`src/rtl/core/cail_pkg.sv`:
```
// Shared types and constants for the common-ancestor info lookup block.
// Used by cail_ctrl, cail_datapath and the top level; depends on nothing.
`default_nettype none

package cail_pkg;

   localparam int OP_W    = 2;
   localparam int TERM_W  = 10;
   localparam int RANGE_W = 15;
   localparam int SLOT_W  = 14;
   localparam int ANC_W   = 10;
   localparam int LOAD_W  = 32;
   localparam int SIM_W   = 32;

   typedef enum logic [OP_W-1:0] {
      OP_RANGE = 2'd0,
      OP_SLOT  = 2'd1,
      OP_INFO  = 2'd2,
      OP_QUERY = 2'd3
   } op_type;

   typedef enum logic [2:0] {
      ST_IDLE,
      ST_RANGE_RD,
      ST_RANGE_CHK,
      ST_FETCH,
      ST_COMPARE,
      ST_HIT,
      ST_RESULT
   } state_type;

   // controller -> datapath
   typedef struct packed {
      logic accept;     // item taken this cycle: capture terms, do load writes
      logic load_walk;  // set up both list pointers, clear the pending answer
      logic step_a;     // advance the first list
      logic step_b;     // advance the second list
      logic set_hit;    // latch the common ancestor's info
      logic load_out;   // move the answer into the output register
   } cmd_type;

   // datapath -> controller
   typedef struct packed {
      logic query_ok;   // both terms valid and both lists non-empty
      logic adv_b;      // second list entry is smaller and not at its end
      logic match;      // entries agree
      logic last_a;     // first list pointer sits on its last entry
   } sts_type;

endpackage

`default_nettype wire

```
`src/rtl/core/cail_ctrl.sv`:
```
// Sequencer for the lookup block: handshakes, query walk control, output valid.
// Depends on cail_pkg for state, command and status types.
`default_nettype none

module cail_ctrl (
   input  wire logic             clock,
   input  wire logic             reset,
   input  wire logic             req_valid,
   output logic                  req_ready,
   input  wire cail_pkg::op_type req_op,
   output logic                  rsp_valid,
   input  wire logic             rsp_ready,
   input  wire cail_pkg::sts_type sts,
   output cail_pkg::cmd_type     cmd
);
   import cail_pkg::*;

   state_type state_ff, state_in;
   logic      rsp_valid_ff, rsp_valid_in;
   logic      out_free;

   assign out_free  = !rsp_valid_ff || rsp_ready;
   assign req_ready = (state_ff == ST_IDLE);
   assign rsp_valid = rsp_valid_ff;

   always_comb begin
      state_in = state_ff;
      case (state_ff)
         ST_IDLE: begin
            if (req_valid && req_op == OP_QUERY) state_in = ST_RANGE_RD;
         end
         ST_RANGE_RD:  state_in = ST_RANGE_CHK;
         ST_RANGE_CHK: state_in = sts.query_ok ? ST_FETCH : ST_RESULT;
         ST_FETCH:     state_in = ST_COMPARE;
         ST_COMPARE: begin
            if (sts.adv_b)       state_in = ST_FETCH;
            else if (sts.match)  state_in = ST_HIT;
            else if (sts.last_a) state_in = ST_RESULT;
            else                 state_in = ST_FETCH;
         end
         ST_HIT:    state_in = ST_RESULT;
         ST_RESULT: begin
            if (out_free) state_in = ST_IDLE;
         end
         default:   state_in = ST_IDLE;
      endcase
   end

   always_comb begin
      cmd = '0;
      case (state_ff)
         ST_IDLE:      cmd.accept    = req_valid;
         ST_RANGE_CHK: cmd.load_walk = 1'b1;
         ST_COMPARE: begin
            if (sts.adv_b)
               cmd.step_b = 1'b1;
            else if (!sts.match && !sts.last_a)
               cmd.step_a = 1'b1;
         end
         ST_HIT:       cmd.set_hit   = 1'b1;
         ST_RESULT:    cmd.load_out  = out_free;
         default:      cmd = '0;
      endcase
   end

   always_comb begin
      rsp_valid_in = rsp_valid_ff;
      if (cmd.load_out)   rsp_valid_in = 1'b1;
      else if (rsp_ready) rsp_valid_in = 1'b0;
   end

   always_ff @(posedge clock) begin
      if (reset) begin
         state_ff     <= ST_IDLE;
         rsp_valid_ff <= 1'b0;
      end else begin
         state_ff     <= state_in;
         rsp_valid_ff <= rsp_valid_in;
      end
   end

endmodule

`default_nettype wire

```
`config.mk`:
```
export PLATFORM = sky130hd
export DESIGN_NAME = cail_ctrl
export DESIGN_NICKNAME = d
export VERILOG_FILES = /design/src/rtl/core/cail_pkg.sv /design/src/rtl/core/cail_ctrl.sv
export SDC_FILE = /design/constraint.sdc
export NUM_CORES = 1
export LEC_CHECK = 0
export ABC_AREA = 1
export BUFFER_PORTS_ARGS = -buffer_cell sky130_fd_sc_hd__clkbuf_2
export CORE_AREA = 2 2 39 41
export CTS_CLUSTER_SIZE = 8
export DETAILED_ROUTE_END_ITERATION = 16
export DIE_AREA = 0 0 41 43
export GPL_ROUTABILITY_DRIVEN = 1
export PLACE_DENSITY = 0.58
export SLEW_MARGIN = 20
export SYNTH_ARGS = -nofsm -noshare
export SYNTH_HDL_FRONTEND = slang
export SYNTH_SLANG_ARGS = --single-unit
```
`constraint.sdc`:
```
create_clock -name clock -period 1.4 [get_ports clock]
set_clock_uncertainty 0.05 [all_clocks]
set_input_delay 0.35 -clock clock [delete_from_list [all_inputs] [get_ports clock]]
set_output_delay 0.35 -clock clock [all_outputs]
set_load 0.03 [all_outputs]
```
==> reports/results.md <==
| Result | This run |
| --- | --- |
| Number of vias after detailed routing | 434 |
| Hold buffer count at CTS | 0 |
| Leading area contributor after synthesis | sky130_fd_sc_hd__dfxtp_1 |
| Final GP Congestion | 0.756 |
| Finish-stage setup viols | 7 |
| Inserted Clock Buffers | 3 |
| Violations in the final reports | negative setup slack |
| Reg area | 91.3 um^2 |
| Floorplan Core Area | 0.00138 mm^2 |
| Setup total negative slack | -0.493 ns |
| Horizontal die dimension | 41 um |
| Largest vdd supply drop | 0.934 mV |
| Vias in the first global route | 414 |
| Clk Latency, worst-skew pair | 0.23 ns |
| Top-count cell post-synth | sky130_fd_sc_hd__nand2_1 |
| Main area contributors after synthesis | sky130_fd_sc_hd__dfxtp_1 25%, sky130_fd_sc_hd__nand3_1 12%, sky130_fd_sc_hd__nand2_1 12% |
| Global-route wire length before repair | 1.49 mm |
| Headroom to the max-slew limit | 88.7% |
| Initial antenna violation count | 0 |
| Mean number of vias per cell | 4.25 |
| Number of inserted filler cells in the final layout | 161 |
| Most used DFF post-synth | sky130_fd_sc_hd__dfxtp_1 |
| Syn Inst Count | 58 |
| Netlist Area Pre-Place | 324 um^2 |
| F_max | 667 MHz |
| Portion of the clock cycle consumed by the worst path in the final layout | 107% |
| Critical-path maximum fanout | 6 |
| Start point of the worst hold path | reset |
| Multi-input logic area | 231 um^2 |
| Detailed-route DRC error count | 0 |
| Post-Layout Cell Count | 102 |
| Static Leak | 0.326 nW |
| CTS max path bufs | 2 |
| Kind of critical path | reg -> out |
| Max-cap viol count | 0 |
| Required @ worst endpoint | 1.00 ns |
| Reg2reg path depth | 7 |
| Reg clk slew, reported paths | 0.04 ns |
| Layout cells sized above 1 | 55.8% |
| Number of buffers added on ports | 17 |
| Core utilization of the finished layout | 45.8% |
| Buffer cell driving the clock tree root | sky130_fd_sc_hd__clkbuf_4 |
| Iteration-0 DRC count of the detailed router | 1 |
| Finished Cell Area | 633 um^2 |
| Top cells by instance count after synthesis | 10 x sky130_fd_sc_hd__nand2_1, 9 x sky130_fd_sc_hd__inv_1, 9 x sky130_fd_sc_hd__nor2_1, 8 x sky130_fd_sc_hd__nand3_1 |
| PD cells | 1840 mW/mm^2 |
| GRT Resource Usage Total | 12.4% |
| CTS tree | done |
| Measured slew at the worst slew-check pin | 0.170 ns |
| Placement row count | 14 |
| Synth warn | 0 |
| Final Worst Setup Slack | -0.0989 ns |
| Wirelength per Cell | 8.59 um |
| Number of nets in the layout | 98 |
| Arrival time of the worst setup path | 1.10 ns |
| Level count of the clock H-tree | 1 |
| Top-Level Pins | 18 |
| R2R setup slack | 0.27 ns |
| Outcome | complete, but fails checks |
| Endpoint of the worst hold path | state_ff[2] |
| Number of optimization iterations in the first detailed-route pass | 2 |
| Share of flip-flops with an asynchronous set or reset after synthesis | 0% |
| Startpoint type of the worst setup path | flip-flop |
| Die ar. | 0.00176 mm^2 |
| Sum of net half-perimeters after detailed placement | 682 um |
| Post-route total power | 1.17 mW |
| Number of enable-type register cells in the synthesized netlist | 0 |
| Layout Area Growth over Synthesis | 95.4% |
| Count of nets left with antenna violations after detail routing | 0 |
| Number of distinct standard cells referenced by the synthesized netlist | 15 |
| Starting density of the core | 23.4% |
| Min Clock Period, post-route | 1.50 ns |
| Worst reg2reg path endpoint | state_ff[0] |
| Placed cell areas | 479 um^2 |
| Final global-route overflow total | 0 |
| Number of synthesized register bits | 4 |
| Final-report hold violation count | 0 |
| Clk sink count | 4 |
| Slew Limit Fails | 0 |
| Detailed-route wire length | 876 um |
| Synthesized area per cell | 5.59 um^2 |
| Post-synthesis sequential area ratio | 24.7% |
| Setup crit end kind | output port |
| Post-Syn Nets | 68 |
| Synth top area share | 24.7% |
| Diodes inserted | 0 |
| Type of the worst min-delay path | in -> reg |
| Hold path depth | 2 |
| Placed cells | 97 |
| Launch instance of the worst register-to-register path | state_ff[2] |
| Die height | 43 um |
| Pin count of the biggest net entering global routing | 7 |
| RSZ-0062 raised after global routing | true |
[per-stage QoR]
step | setup slack [ns] | hold WS, ns
finish | -0.0989 | 0.250
detailed placement | -0.00866 | 0.501
global placement | 0.00739 | 0.496
CTS | -0.102 | 0.240
global route | -0.160 | 0.254
floorplan | -0.245 | 0.369
[worst max-delay path, cell delays in order, from the launching register on]
cell	delay, ns
sky130_fd_sc_hd__dfxtp_4	0.38
sky130_fd_sc_hd__nor2_4	0.13
sky130_fd_sc_hd__inv_4	0.07
sky130_fd_sc_hd__nor3_2	0.12
sky130_fd_sc_hd__clkbuf_8	0.18
[final cells by class]
type	instances	share of cell area, %
Timing Repair Buffer	26	33.6
Inverter	14	8.70
Sequential cell	4	14.4
Tap cell	16	3.16
Clock buffer	3	3.56
Multi-Input combinational cell	39	36.6
[cell usage in the layout, fill, tap and decap left out, drive strengths merged]
cell	count
and3	1
nor3	4
o21ai	1
clkinv	1
nand2	12
dfxtp	4
clkbuf	18
buf	11
inv	13
nor2	12
a21oi	1
nand3	8
[routing by layer]
layer	global-route usage [%]	part of all wire, %	vias up
li1	-	-	234
met1	12.9	39	191
met2	21.3	57	9
met3	1.57	3.5	0
met4	8.00	0	0
met5	0	0	-
[state kept, by name (all words and copies together), names as in the netlist]
name / count
state_ff: 3
rsp_valid: 1
[logic make-up after synthesis]
| kind of cell | synth area share (%) |
|---|---|
| buffers and inverters | 18.5 |
| AO/OA/AOI/OAI | 3.09 |
| AND/OR/NAND/NOR | 53.7 |
| flip-flops | 24.7 |
[where the power goes]
| part | total, mW | internal [mW] | switching [mW] |
|---|---|---|---|
| logic | 0.777 | 0.360 | 0.417 |
| clock network | 0.140 | 0.0957 | 0.0447 |
| registers | 0.248 | 0.167 | 0.0814 |
| total | 1.17 | 0.623 | 0.543 |
[worst max path at each step]
stage / startpoint / to / slack (ns) / cells past startpoint
after floorplan: state_ff[0] / cmd[2] / -0.25 / 3
after global placement: state_ff[2] / cmd[4] / 0.007 / 3
after detailed placement: state_ff[2] / cmd[4] / -0.009 / 3
after CTS: state_ff[1] / cmd[0] / -0.10 / 5
after global routing: state_ff[0] / cmd[3] / -0.16 / 4
final: state_ff[0] / cmd[2] / -0.1 / 4
[what timing repair did]
action,4_1_cts,5_1_grt
gates cloned,0,0
endpoints found under the setup margin,7,7
pin swaps,3,2
gates resized for setup,28,5
buffers inserted,1,1
No activity file was read; power rests on OpenSTA's default activity.
